===== src/design/tcs_pkg.sv =====
// Shared types and constants for the TCP option cookie scrubber.
// No dependencies; imported by the top level, tcs_parser and tcs_outq.
package tcs_pkg;

  localparam int unsigned MAX_OPTION_BYTES_DEF = 40;
  localparam logic [7:0]  TARGET_KIND_RST      = 8'd34;
  localparam logic [7:0]  NOP_BYTE             = 8'h01;
  localparam logic [7:0]  MIN_OPTION_LEN       = 8'd2;
  localparam int unsigned OUTQ_DEPTH           = 4;

  typedef enum logic [1:0] {
    MODE_KIND,
    MODE_HOLD,
    MODE_BODY,
    MODE_PASS
  } mode_t;

  typedef struct packed {
    logic [7:0] opt_byte;
    logic       first_byte;
    logic [5:0] area_length;
  } in_item_t;

  typedef struct packed {
    logic [7:0] out_byte;
    logic       last_out;
    logic       cookie_removed;
  } res_t;

  // Up to two result beats per parsed byte; slot 1 is used only with slot 0.
  typedef struct packed {
    logic v0;
    logic v1;
    res_t r0;
    res_t r1;
  } push_t;

endpackage


===== src/design/tcs_in_if.sv =====
// Input channel of the cookie scrubber: valid/ready plus one option byte.
// Stand-alone interface, no dependencies.
interface tcs_in_if;
  logic       valid;
  logic       ready;
  logic [7:0] opt_byte;
  logic       first_byte;
  logic [5:0] area_length;

  modport source (output valid, output opt_byte, output first_byte, output area_length,
                  input ready);
  modport sink   (input valid, input opt_byte, input first_byte, input area_length,
                  output ready);
endinterface


===== src/design/tcs_out_if.sv =====
// Result channel of the cookie scrubber: valid/ready plus one output byte.
// Stand-alone interface, no dependencies.
interface tcs_out_if;
  logic       valid;
  logic       ready;
  logic [7:0] out_byte;
  logic       last_out;
  logic       cookie_removed;

  modport source (output valid, output out_byte, output last_out, output cookie_removed,
                  input ready);
  modport sink   (input valid, input out_byte, input last_out, input cookie_removed,
                  output ready);
endinterface


===== src/design/tcp_option_cookie_scrubber.sv =====
// TCP option cookie scrubber, top level.
// in_ch (sink) takes one option byte per beat with first_byte/area_length;
// out_ch (source) gives zero, one or two result beats per input beat, in
// order, with last_out and cookie_removed on the final byte of the area.
// cfg_we/cfg_wdata write target_kind (reset 34); write only while idle.
// Path: an accepted byte goes into the input register, is parsed from there,
// and its result beats are written into the queue that drives out_ch. Kind
// bytes are held until their length byte arrives and show up one byte later.
// Throughput: one input beat per cycle while out_ch stays ready; a
// four-entry result queue absorbs the two-beat burst after each length byte,
// and the parse stage advances only while the queue has room for two beats.
// A stalled receiver fills the queue, then the input register, then
// in_ch.ready drops; nothing is lost. Reset empties input register and
// queue and puts the walker back to expecting a kind byte.
// Depends on tcs_pkg, tcs_in_if, tcs_out_if, tcs_parser, tcs_outq.
module tcp_option_cookie_scrubber #(
  parameter int unsigned MAX_OPTION_BYTES = tcs_pkg::MAX_OPTION_BYTES_DEF
) (
  input  logic       clk,
  input  logic       rst_n,
  tcs_in_if.sink     in_ch,
  tcs_out_if.source  out_ch,
  input  logic       cfg_we,
  input  logic [7:0] cfg_wdata
);
  import tcs_pkg::*;

  in_item_t   in_r;
  logic       in_vld_r;
  logic [7:0] target_r;
  logic       room, adv, in_fire;
  push_t      push;

  assign adv         = in_vld_r && room;
  assign in_ch.ready = !in_vld_r || adv;
  assign in_fire     = in_ch.valid && in_ch.ready;

  always_ff @(posedge clk) begin
    if (!rst_n) begin
      in_vld_r <= 1'b0;
      target_r <= TARGET_KIND_RST;
    end else begin
      if (in_fire) in_vld_r <= 1'b1;
      else if (adv) in_vld_r <= 1'b0;
      if (cfg_we) target_r <= cfg_wdata;
    end
  end

  always_ff @(posedge clk) begin
    if (in_fire) begin
      in_r <= '{opt_byte: in_ch.opt_byte, first_byte: in_ch.first_byte,
                area_length: in_ch.area_length};
    end
  end

  tcs_parser #(.MAX_BYTES(MAX_OPTION_BYTES)) u_parser (
    .clk         (clk),
    .rst_n       (rst_n),
    .fire        (adv),
    .item        (in_r),
    .target_kind (target_r),
    .push        (push)
  );

  tcs_outq u_outq (
    .clk    (clk),
    .rst_n  (rst_n),
    .push   (push),
    .room   (room),
    .out_ch (out_ch)
  );

endmodule


===== src/design/tcs_parser.sv =====
// Option walker: holds the parse state and turns one registered byte into
// zero, one or two result beats. Depends on tcs_pkg.
module tcs_parser #(
  parameter int unsigned MAX_BYTES = tcs_pkg::MAX_OPTION_BYTES_DEF
) (
  input  logic             clk,
  input  logic             rst_n,
  input  logic             fire,
  input  tcs_pkg::in_item_t item,
  input  logic [7:0]       target_kind,
  output tcs_pkg::push_t   push
);
  import tcs_pkg::*;

  localparam logic [5:0] MAX_W = 6'(MAX_BYTES);

  mode_t      mode_r, mode_nxt, mode_e;
  logic [5:0] pos_r, pos_nxt, pos_e;
  logic [5:0] size_r, size_nxt, size_e;
  logic [7:0] held_r, held_nxt, held_e;
  logic [5:0] rem_r, rem_nxt, rem_e, rem_dec;
  logic       scrub_r, scrub_nxt, scrub_e;
  logic       found_r, found_nxt, found_e;

  logic [7:0] b;
  logic [5:0] alen_sat;
  logic       active, last, single, bad_len, hit;
  logic [8:0] end_pos;

  assign b        = item.opt_byte;
  assign alen_sat = (item.area_length > MAX_W) ? MAX_W : item.area_length;

  // A first byte restarts the walk before the byte itself is looked at.
  assign mode_e  = item.first_byte ? MODE_KIND : mode_r;
  assign pos_e   = item.first_byte ? 6'd0 : pos_r;
  assign size_e  = item.first_byte ? alen_sat : size_r;
  assign held_e  = item.first_byte ? 8'd0 : held_r;
  assign rem_e   = item.first_byte ? 6'd0 : rem_r;
  assign scrub_e = item.first_byte ? 1'b0 : scrub_r;
  assign found_e = item.first_byte ? 1'b0 : found_r;

  assign active  = pos_e < size_e;
  assign last    = ({1'b0, pos_e} + 7'd1) == {1'b0, size_e};
  assign single  = (b == 8'd0) || (b == NOP_BYTE);
  // kind byte sat one place back; option must end inside the area
  assign end_pos = {3'b0, pos_e} - 9'd1 + {1'b0, b};
  assign bad_len = (b < MIN_OPTION_LEN) || (end_pos > {3'b0, size_e});
  assign hit     = held_e == target_kind;
  assign rem_dec = rem_e - {5'd0, (rem_e != 6'd0)};

  // next state
  always_comb begin
    mode_nxt  = mode_e;
    pos_nxt   = pos_e;
    size_nxt  = size_e;
    held_nxt  = held_e;
    rem_nxt   = rem_e;
    scrub_nxt = scrub_e;
    found_nxt = found_e;
    if (active) begin
      pos_nxt = pos_e + 6'd1;
      unique case (mode_e)
        MODE_KIND: begin
          if (!single) begin
            if (last) begin
              mode_nxt = MODE_PASS;
            end else begin
              held_nxt = b;
              mode_nxt = MODE_HOLD;
            end
          end
        end
        MODE_HOLD: begin
          if (bad_len) begin
            mode_nxt = MODE_PASS;
          end else begin
            rem_nxt   = 6'(b - MIN_OPTION_LEN);
            scrub_nxt = hit;
            if (hit) found_nxt = 1'b1;
            mode_nxt  = (b == MIN_OPTION_LEN) ? MODE_KIND : MODE_BODY;
          end
        end
        MODE_BODY: begin
          rem_nxt = rem_dec;
          if (rem_dec == 6'd0) mode_nxt = MODE_KIND;
        end
        MODE_PASS: begin
        end
        default: begin
        end
      endcase
    end
  end

  // result beats
  always_comb begin
    push = '0;
    if (fire && active) begin
      unique case (mode_e)
        MODE_KIND: begin
          if (single || last) begin
            push.v0 = 1'b1;
            push.r0 = '{out_byte: b, last_out: last, cookie_removed: last && found_e};
          end
        end
        MODE_HOLD: begin
          push.v0 = 1'b1;
          push.v1 = 1'b1;
          if (!bad_len && hit) begin
            push.r0 = '{out_byte: NOP_BYTE, last_out: 1'b0, cookie_removed: 1'b0};
            push.r1 = '{out_byte: NOP_BYTE, last_out: last, cookie_removed: last};
          end else begin
            push.r0 = '{out_byte: held_e, last_out: 1'b0, cookie_removed: 1'b0};
            push.r1 = '{out_byte: b, last_out: last, cookie_removed: last && found_e};
          end
        end
        MODE_BODY: begin
          push.v0 = 1'b1;
          push.r0 = '{out_byte: scrub_e ? NOP_BYTE : b, last_out: last,
                      cookie_removed: last && found_e};
        end
        MODE_PASS: begin
          push.v0 = 1'b1;
          push.r0 = '{out_byte: b, last_out: last, cookie_removed: last && found_e};
        end
        default: begin
        end
      endcase
    end
  end

  always_ff @(posedge clk) begin
    if (!rst_n) begin
      mode_r  <= MODE_KIND;
      pos_r   <= '0;
      size_r  <= '0;
      held_r  <= '0;
      rem_r   <= '0;
      scrub_r <= 1'b0;
      found_r <= 1'b0;
    end else if (fire) begin
      mode_r  <= mode_nxt;
      pos_r   <= pos_nxt;
      size_r  <= size_nxt;
      held_r  <= held_nxt;
      rem_r   <= rem_nxt;
      scrub_r <= scrub_nxt;
      found_r <= found_nxt;
    end
  end

`ifndef SYNTHESIS
  a_hold_has_kind: assert property (@(posedge clk) disable iff (!rst_n)
    (mode_r == MODE_HOLD) |-> (pos_r != 6'd0))
    else $error("holding a kind byte at area position zero");
  a_pair_from_hold: assert property (@(posedge clk) disable iff (!rst_n)
    push.v1 |-> (mode_e == MODE_HOLD))
    else $error("two beats outside the length check");
  a_flag_on_last: assert property (@(posedge clk) disable iff (!rst_n)
    (push.r1.cookie_removed && push.v1) |-> push.r1.last_out)
    else $error("cookie flag on a non-final beat");
  a_pos_bound: assert property (@(posedge clk) disable iff (!rst_n)
    pos_r <= size_r)
    else $error("byte position ran past the area");
`endif

endmodule


===== src/design/tcs_outq.sv =====
// Small result queue: takes up to two beats a cycle, gives one beat a cycle while out_ch is ready.
// Depends on tcs_pkg and tcs_out_if.
module tcs_outq (
  input  logic           clk,
  input  logic           rst_n,
  input  tcs_pkg::push_t push,
  output logic           room,
  tcs_out_if.source      out_ch
);
  import tcs_pkg::*;

  localparam int unsigned DEPTH = OUTQ_DEPTH;
  localparam int unsigned AW    = $clog2(DEPTH);
  localparam int unsigned CW    = $clog2(DEPTH + 1);

  res_t          mem_r [DEPTH];
  logic [AW-1:0] wp_r, rp_r, wp1;
  logic [CW-1:0] cnt_r, cnt_nxt;
  logic [1:0]    n_push;
  logic          pop;

  assign pop    = out_ch.valid && out_ch.ready;
  assign n_push = {1'b0, push.v0} + {1'b0, push.v1};
  assign wp1    = wp_r + AW'(1);
  assign cnt_nxt = cnt_r + CW'(n_push) - CW'(pop);
  // room for a two-beat burst, decided from registers only
  assign room   = cnt_r <= CW'(DEPTH - 2);

  assign out_ch.valid          = cnt_r != '0;
  assign out_ch.out_byte       = mem_r[rp_r].out_byte;
  assign out_ch.last_out       = mem_r[rp_r].last_out;
  assign out_ch.cookie_removed = mem_r[rp_r].cookie_removed;

  always_ff @(posedge clk) begin
    if (push.v0) mem_r[wp_r] <= push.r0;
    if (push.v1) mem_r[wp1]  <= push.r1;
  end

  always_ff @(posedge clk) begin
    if (!rst_n) begin
      wp_r  <= '0;
      rp_r  <= '0;
      cnt_r <= '0;
    end else begin
      wp_r  <= wp_r + AW'(n_push);
      if (pop) rp_r <= rp_r + AW'(1);
      cnt_r <= cnt_nxt;
    end
  end

`ifndef SYNTHESIS
  a_no_overflow: assert property (@(posedge clk) disable iff (!rst_n)
    cnt_r <= CW'(DEPTH))
    else $error("result queue overflow");
  a_slot_order: assert property (@(posedge clk) disable iff (!rst_n)
    push.v1 |-> push.v0)
    else $error("second beat without first");
  a_push_room: assert property (@(posedge clk) disable iff (!rst_n)
    (push.v0 && !room) |-> 1'b0)
    else $error("push into a queue without room");
`endif

endmodule

===== src/flat_wrapper.sv =====
// flat-port wrapper written by rule: the top's interface ports become plain ports
module tcp_option_cookie_scrubber_flat import tcs_pkg::*;
#(
  parameter int unsigned MAX_OPTION_BYTES = tcs_pkg::MAX_OPTION_BYTES_DEF
)
  (clk, rst_n, cfg_we, cfg_wdata, in_ch_valid, in_ch_opt_byte, in_ch_first_byte, in_ch_area_length, in_ch_ready, out_ch_valid, out_ch_out_byte, out_ch_last_out, out_ch_cookie_removed, out_ch_ready);
  tcs_in_if in_ch_i ();
  tcs_out_if out_ch_i ();
  input  logic clk;
  input  logic rst_n;
  input  logic cfg_we;
  input  logic [7:0] cfg_wdata;
  input wire logic [$bits(in_ch_i.valid)-1:0] in_ch_valid;
  input wire logic [$bits(in_ch_i.opt_byte)-1:0] in_ch_opt_byte;
  input wire logic [$bits(in_ch_i.first_byte)-1:0] in_ch_first_byte;
  input wire logic [$bits(in_ch_i.area_length)-1:0] in_ch_area_length;
  output wire logic [$bits(in_ch_i.ready)-1:0] in_ch_ready;
  output wire logic [$bits(out_ch_i.valid)-1:0] out_ch_valid;
  output wire logic [$bits(out_ch_i.out_byte)-1:0] out_ch_out_byte;
  output wire logic [$bits(out_ch_i.last_out)-1:0] out_ch_last_out;
  output wire logic [$bits(out_ch_i.cookie_removed)-1:0] out_ch_cookie_removed;
  input wire logic [$bits(out_ch_i.ready)-1:0] out_ch_ready;
  assign in_ch_i.valid = in_ch_valid;
  assign in_ch_i.opt_byte = in_ch_opt_byte;
  assign in_ch_i.first_byte = in_ch_first_byte;
  assign in_ch_i.area_length = in_ch_area_length;
  assign in_ch_ready = in_ch_i.ready;
  assign out_ch_valid = out_ch_i.valid;
  assign out_ch_out_byte = out_ch_i.out_byte;
  assign out_ch_last_out = out_ch_i.last_out;
  assign out_ch_cookie_removed = out_ch_i.cookie_removed;
  assign out_ch_i.ready = out_ch_ready;
  tcp_option_cookie_scrubber #(.MAX_OPTION_BYTES(MAX_OPTION_BYTES)) u_core (.clk(clk), .rst_n(rst_n), .in_ch(in_ch_i), .out_ch(out_ch_i), .cfg_we(cfg_we), .cfg_wdata(cfg_wdata));
endmodule

===== config.mk =====
export PLATFORM = sky130hd
export DESIGN_NAME = tcp_option_cookie_scrubber_flat
export DESIGN_NICKNAME = d
export VERILOG_FILES = /design/src/design/tcs_pkg.sv /design/src/design/tcs_in_if.sv /design/src/design/tcs_out_if.sv /design/src/design/tcp_option_cookie_scrubber.sv /design/src/design/tcs_parser.sv /design/src/design/tcs_outq.sv /design/src/flat_wrapper.sv
export SDC_FILE = /design/constraint.sdc
export NUM_CORES = 1
export LEC_CHECK = 0
export BUFFER_PORTS_ARGS = -buffer_cell sky130_fd_sc_hd__buf_2
export CORE_ASPECT_RATIO = 1.4
export CORE_MARGIN = 8
export CORE_UTILIZATION = 62
export CTS_CLUSTER_DIAMETER = 150
export DETAILED_ROUTE_END_ITERATION = 6
export GPL_ROUTABILITY_DRIVEN = 0
export GPL_TIMING_DRIVEN = 1
export PLACE_DENSITY = 0.81
export SLEW_MARGIN = 25
export SYNTH_ARGS = -nofsm -noshare
export SYNTH_HDL_FRONTEND = slang
export SYNTH_SLANG_ARGS = --single-unit

===== constraint.sdc =====
create_clock -name clk -period 6.2 [get_ports clk]
set_clock_uncertainty 0.15 [all_clocks]
set_input_delay 1.24 -clock clk [delete_from_list [all_inputs] [get_ports clk]]
set_output_delay 1.24 -clock clk [all_outputs]
set_load 0.01 [all_outputs]

==> results.yml <==
logic_synthesis:
  synth.distinct_cells: 67
  synth_edf_count: 55
  ys_seq_elements: 103
  seq_area_frac_synth_pct: 39.7
  synth_area_um2: 6570
  syn-instance-count: 673
  synth_flop_cell: "edfxtp_1"
  async_flop_share_pct: 0
  ys_warn_count: 0
  synthesis.nets: 736
  postSynthAreaPerCell_um2: 9.77
detailed_routing:
  vias: 5466
  dr.pass1.iters: 5
  via_per_inst: 6.61
  wire_per_inst_um: 20.2
  drt_wl_total_um: 16700
  route.detailed.drc: 0
  drtAntennaViolNets: 0
  drt_iter0_drc: 510
critical_path:
  critPathSlowestCell: "nor4_2"
  worstPathMaxFanout: 15
  cp_slowest_stage_delay_ns: 0.63
  r2r-end: "u_core.u_outq.mem_r[1][9]$_DFFE_PP_"
  cp.arrival_ns: 5.05
  crit_chain: "inv_1 > nand2_1 > ha_1 > xor2_1 > ha_1 > a21o_1 > a21oi_1 > nand2_1 > xor2_1 > ha_1 > nand3_1 > o22ai_1 > a31oi_1 > nor4_2 > nand3_1 > a32o_1 > a32o_1"
  start_kind: "flop"
  crit_path_end_kind: "flop"
  rr_startpoint: "u_core.in_r[6]$_DFFE_PP_"
  cp.required_ns: 6.15
  worstSetupPathType: "flop to flop"
  rr_worst_depth: 17
  rrSetupSlack_ns: 1.11
  cpMostUsedCell: "ha_1"
layout:
  fillers: 830
  nets: 747
  drive_above_1_share_pct: 11.9
  syn2layout_area_growth_pct: 7.48
  fin_cells: 827
  num_antenna_cells: 0
power:
  max-vdd-ir-drop_uv: 157
  swShare_pct: 33.7
  internal-power_uw: 1280
  pwr-share-comb_pct: 28.7
  pwr-share-clk_pct: 27.9
  seqPwrFrac_pct: 43.4
  leakagePower_uw: 0.00272
  pwr_density_cell_nw_per_um2: 272
  switching_power_uw: 648
cts:
  cts.sinks: 103
  clkTransAtPathRegs_ns: 0.07
  cts_tree: "done"
  htree_levels: 3
  post_cts_buffers: 0
  clkLatencyLatePin_ns: 0.35
  cts_hold_buf: 0
  cts_buffers: 9
  ctsResizeCount: 0
  cts-root-buf: "clkbuf_16"
  cts.path.max_buffers: 2
placement:
  dp_cells: 811
  portBuffers: 39
  dp_hpwl_um: 12200
floorplanning:
  num_rows: 44
  design.core.area_um2: 10300
  die_area_um2: 14200
  dieHeight_um: 138
  io_pins: 40
  die_w_um: 103
  initial_core_util_pct: 63.5
sta:
  rsz0062_at_grt: "no"
  slew_violations: 0
  setup_viol: 0
  hold_violations: 0
  fmax_mhz: 196
  tightest_slew_ns: 1.04
  layout_min_cycle_time_ns: 5.09
  fin_crit_sh_pct: 82.1
  relSlewSlack_pct: 30.8
  tns_ns: 0
grt:
  grt_pass1_wl_um: 26600
  overflow: 0
  grt_pass1_vias: 5409
  grt_max_degree: 57
  grt_util_all_layers_pct: 24.4
  antenna_found_initial: 0
hold_path:
  hold_depth: 2
  min_from: "u_core.u_parser.size_r[1]$_SDFFE_PN0P_"
  hp-class: "flop to flop"
  min_to: "u_core.u_parser.size_r[1]$_SDFFE_PN0P_"
outcome:
  status: "completed"
job:
  max_cap_viol_count: 0
==> critical path, delay by kind of cell, from the launching register on <==
kind | cells | cell delay, ns
buf+inv | 1 | 0.47
fa+ha+maj | 3 | 0.83
compound gates | 6 | 1.30
simple gates | 5 | 1.38
flops | 1 | 0.38
xor+xnor | 2 | 0.33
==> stage by stage <==
stage | hold WS (ns) | utilization, % | cell area (µm²) | total power [µW] | worst slack (ns)
after global routing | 0.363 | 68.3 | 7070 | 2010 | 0.771
after floorplan | 0.289 | - | 6570 | 1240 | 1.15
after detailed placement | 0.312 | 65.5 | 6780 | 1390 | 1.30
final | 0.316 | 68.3 | 7070 | 1920 | 1.11
after CTS | 0.320 | 68.2 | 7060 | 1920 | 1.27
after global placement | 0.301 | 65.5 | 6780 | 1360 | 1.48
==> cell usage in the layout (no fill, tap or decap), types with 10 or more instances in the layout <==
cell	synthesis	routed
edfxtp_1	55	55
nand3_1	31	31
o21ai_0	22	22
a32o_1	10	10
inv_1	26	26
nand2_1	57	57
and2_1	23	23
nor2_1	35	35
ha_1	33	33
nor3_1	11	11
xor2_1	12	12
dfxtp_1	48	48
a21oi_1	24	23
o2bb2ai_1	11	11
mux2i_1	20	20
xnor2_1	18	18
buf_2	15	39
nor2b_1	18	18
a31oi_1	12	12
mux4_2	10	10
a22o_1	19	19
==> cells by family after synthesis <==
| family | count (synthesis) | share of synthesized area (%) |
|---|---|---|
| fa+ha+maj | 35 | 6.89 |
| buf+inv | 68 | 4.19 |
| mux | 32 | 6.81 |
| simple gates | 229 | 18.5 |
| compound gates | 176 | 19.9 |
| flops | 103 | 39.7 |
| xor+xnor | 30 | 4.00 |
==> synth_stat cells, drive strengths merged (3+ instances only) <==
cell type   n  area share (%)
or2         3            0.29
xnor2      18             2.4
nand3      31             2.4
a22oi       5            0.57
nand3b      3            0.34
buf        23             1.6
a21oi      24             1.8
a21o        6            0.69
nor3       15             1.4
a32o       10             1.5
nand4       3            0.29
inv        26             1.5
dfxtp      48              15
and3        8            0.76
clkbuf     18             1.0
a31oi      12             1.1
and2       23             2.2
edfxtp     55              25
a41o        5            0.76
o21a        8            0.91
nand2      58             3.3
ha         33             6.3
a211oi      8            0.91
nand2b      9            0.86
o22ai       8            0.76
o2bb2ai    11             1.5
or3         4            0.38
xor2       12             1.6
a22o       19             2.5
a21boi      7            0.80
and4        4            0.53
nor4bb      4            0.61
o31ai       4            0.46
o211a       4            0.61
mux2i      20             3.0
o21ai      23             1.8
mux4       10             3.4
nor2       35             2.0
nor4        4            0.48
a211o       5            0.67
nor2b      18             1.7
==> worst max path at each step <==
stage                              from                                  end  slack (ns)  cells past startpoint
3_3_place_gp   u_core.in_r[6]$_DFFE_PP_  u_core.u_outq.mem_r[0][9]$_DFFE_PP_        1.48                     17
4_1_cts        u_core.in_r[6]$_DFFE_PP_  u_core.u_outq.mem_r[1][9]$_DFFE_PP_        1.27                     16
2_1_floorplan  u_core.in_r[6]$_DFFE_PP_  u_core.u_outq.mem_r[2][4]$_DFFE_PP_        1.15                     23
6_report       u_core.in_r[6]$_DFFE_PP_  u_core.u_outq.mem_r[1][9]$_DFFE_PP_        1.11                     17
3_5_place_dp   u_core.in_r[6]$_DFFE_PP_  u_core.u_outq.mem_r[1][9]$_DFFE_PP_        1.30                     16
5_1_grt        u_core.in_r[6]$_DFFE_PP_  u_core.u_outq.mem_r[1][9]$_DFFE_PP_        0.77                     17
==> area by class of cell <==
class | count | area (µm²) | share of cell area [%]
repair buffers | 41 | 210 | 2.98
inverters | 27 | 101 | 1.43
clock buffers | 10 | 230 | 3.26
multi-input cells | 502 | 3700 | 52.3
clock inverters | 6 | 42.5 | 0.602
well taps | 138 | 173 | 2.44
flip-flops and latches | 103 | 2610 | 37.0
==> power by group through the flow <==
| stage | Sequential, µW | Combinational, µW | Clock (µW) |
|---|---|---|---|
| floorplan | 806 | 439 | 0 |
| global placement | 847 | 516 | 0 |
| detailed placement | 851 | 542 | 0 |
| CTS | 836 | 545 | 536 |
| global route | 843 | 604 | 560 |
| finish | 835 | 552 | 536 |
==> routing by layer <==
layer | GRT usage, % | part of all wire, %
met1 | 25.4 | 36
met2 | 43.8 | 53
met3 | 3.79 | 5.7
met4 | 16.4 | 5.4
met5 | 0 | 0
==> sequential cells by signal (all words and copies together) (netlist names), named ones only <==
| register | flops |
|---|---|
| u_core.u_parser.rem_r | 6 |
| u_core.u_parser.held_r | 8 |
| u_core.in_vld_r | 1 |
| u_core.u_parser.pos_r | 6 |
| u_core.u_parser.size_r | 6 |
| u_core.target_r | 8 |
| u_core.u_outq.wp_r | 2 |
| u_core.u_parser.scrub_r | 1 |
| u_core.u_parser.mode_r | 2 |
| u_core.u_outq.rp_r | 2 |
| u_core.u_outq.cnt_r | 3 |
| u_core.u_outq.mem_r | 40 |
| u_core.in_r | 15 |
| u_core.u_parser.found_r | 1 |
Note: power is estimated with default switching activity, not from simulation.
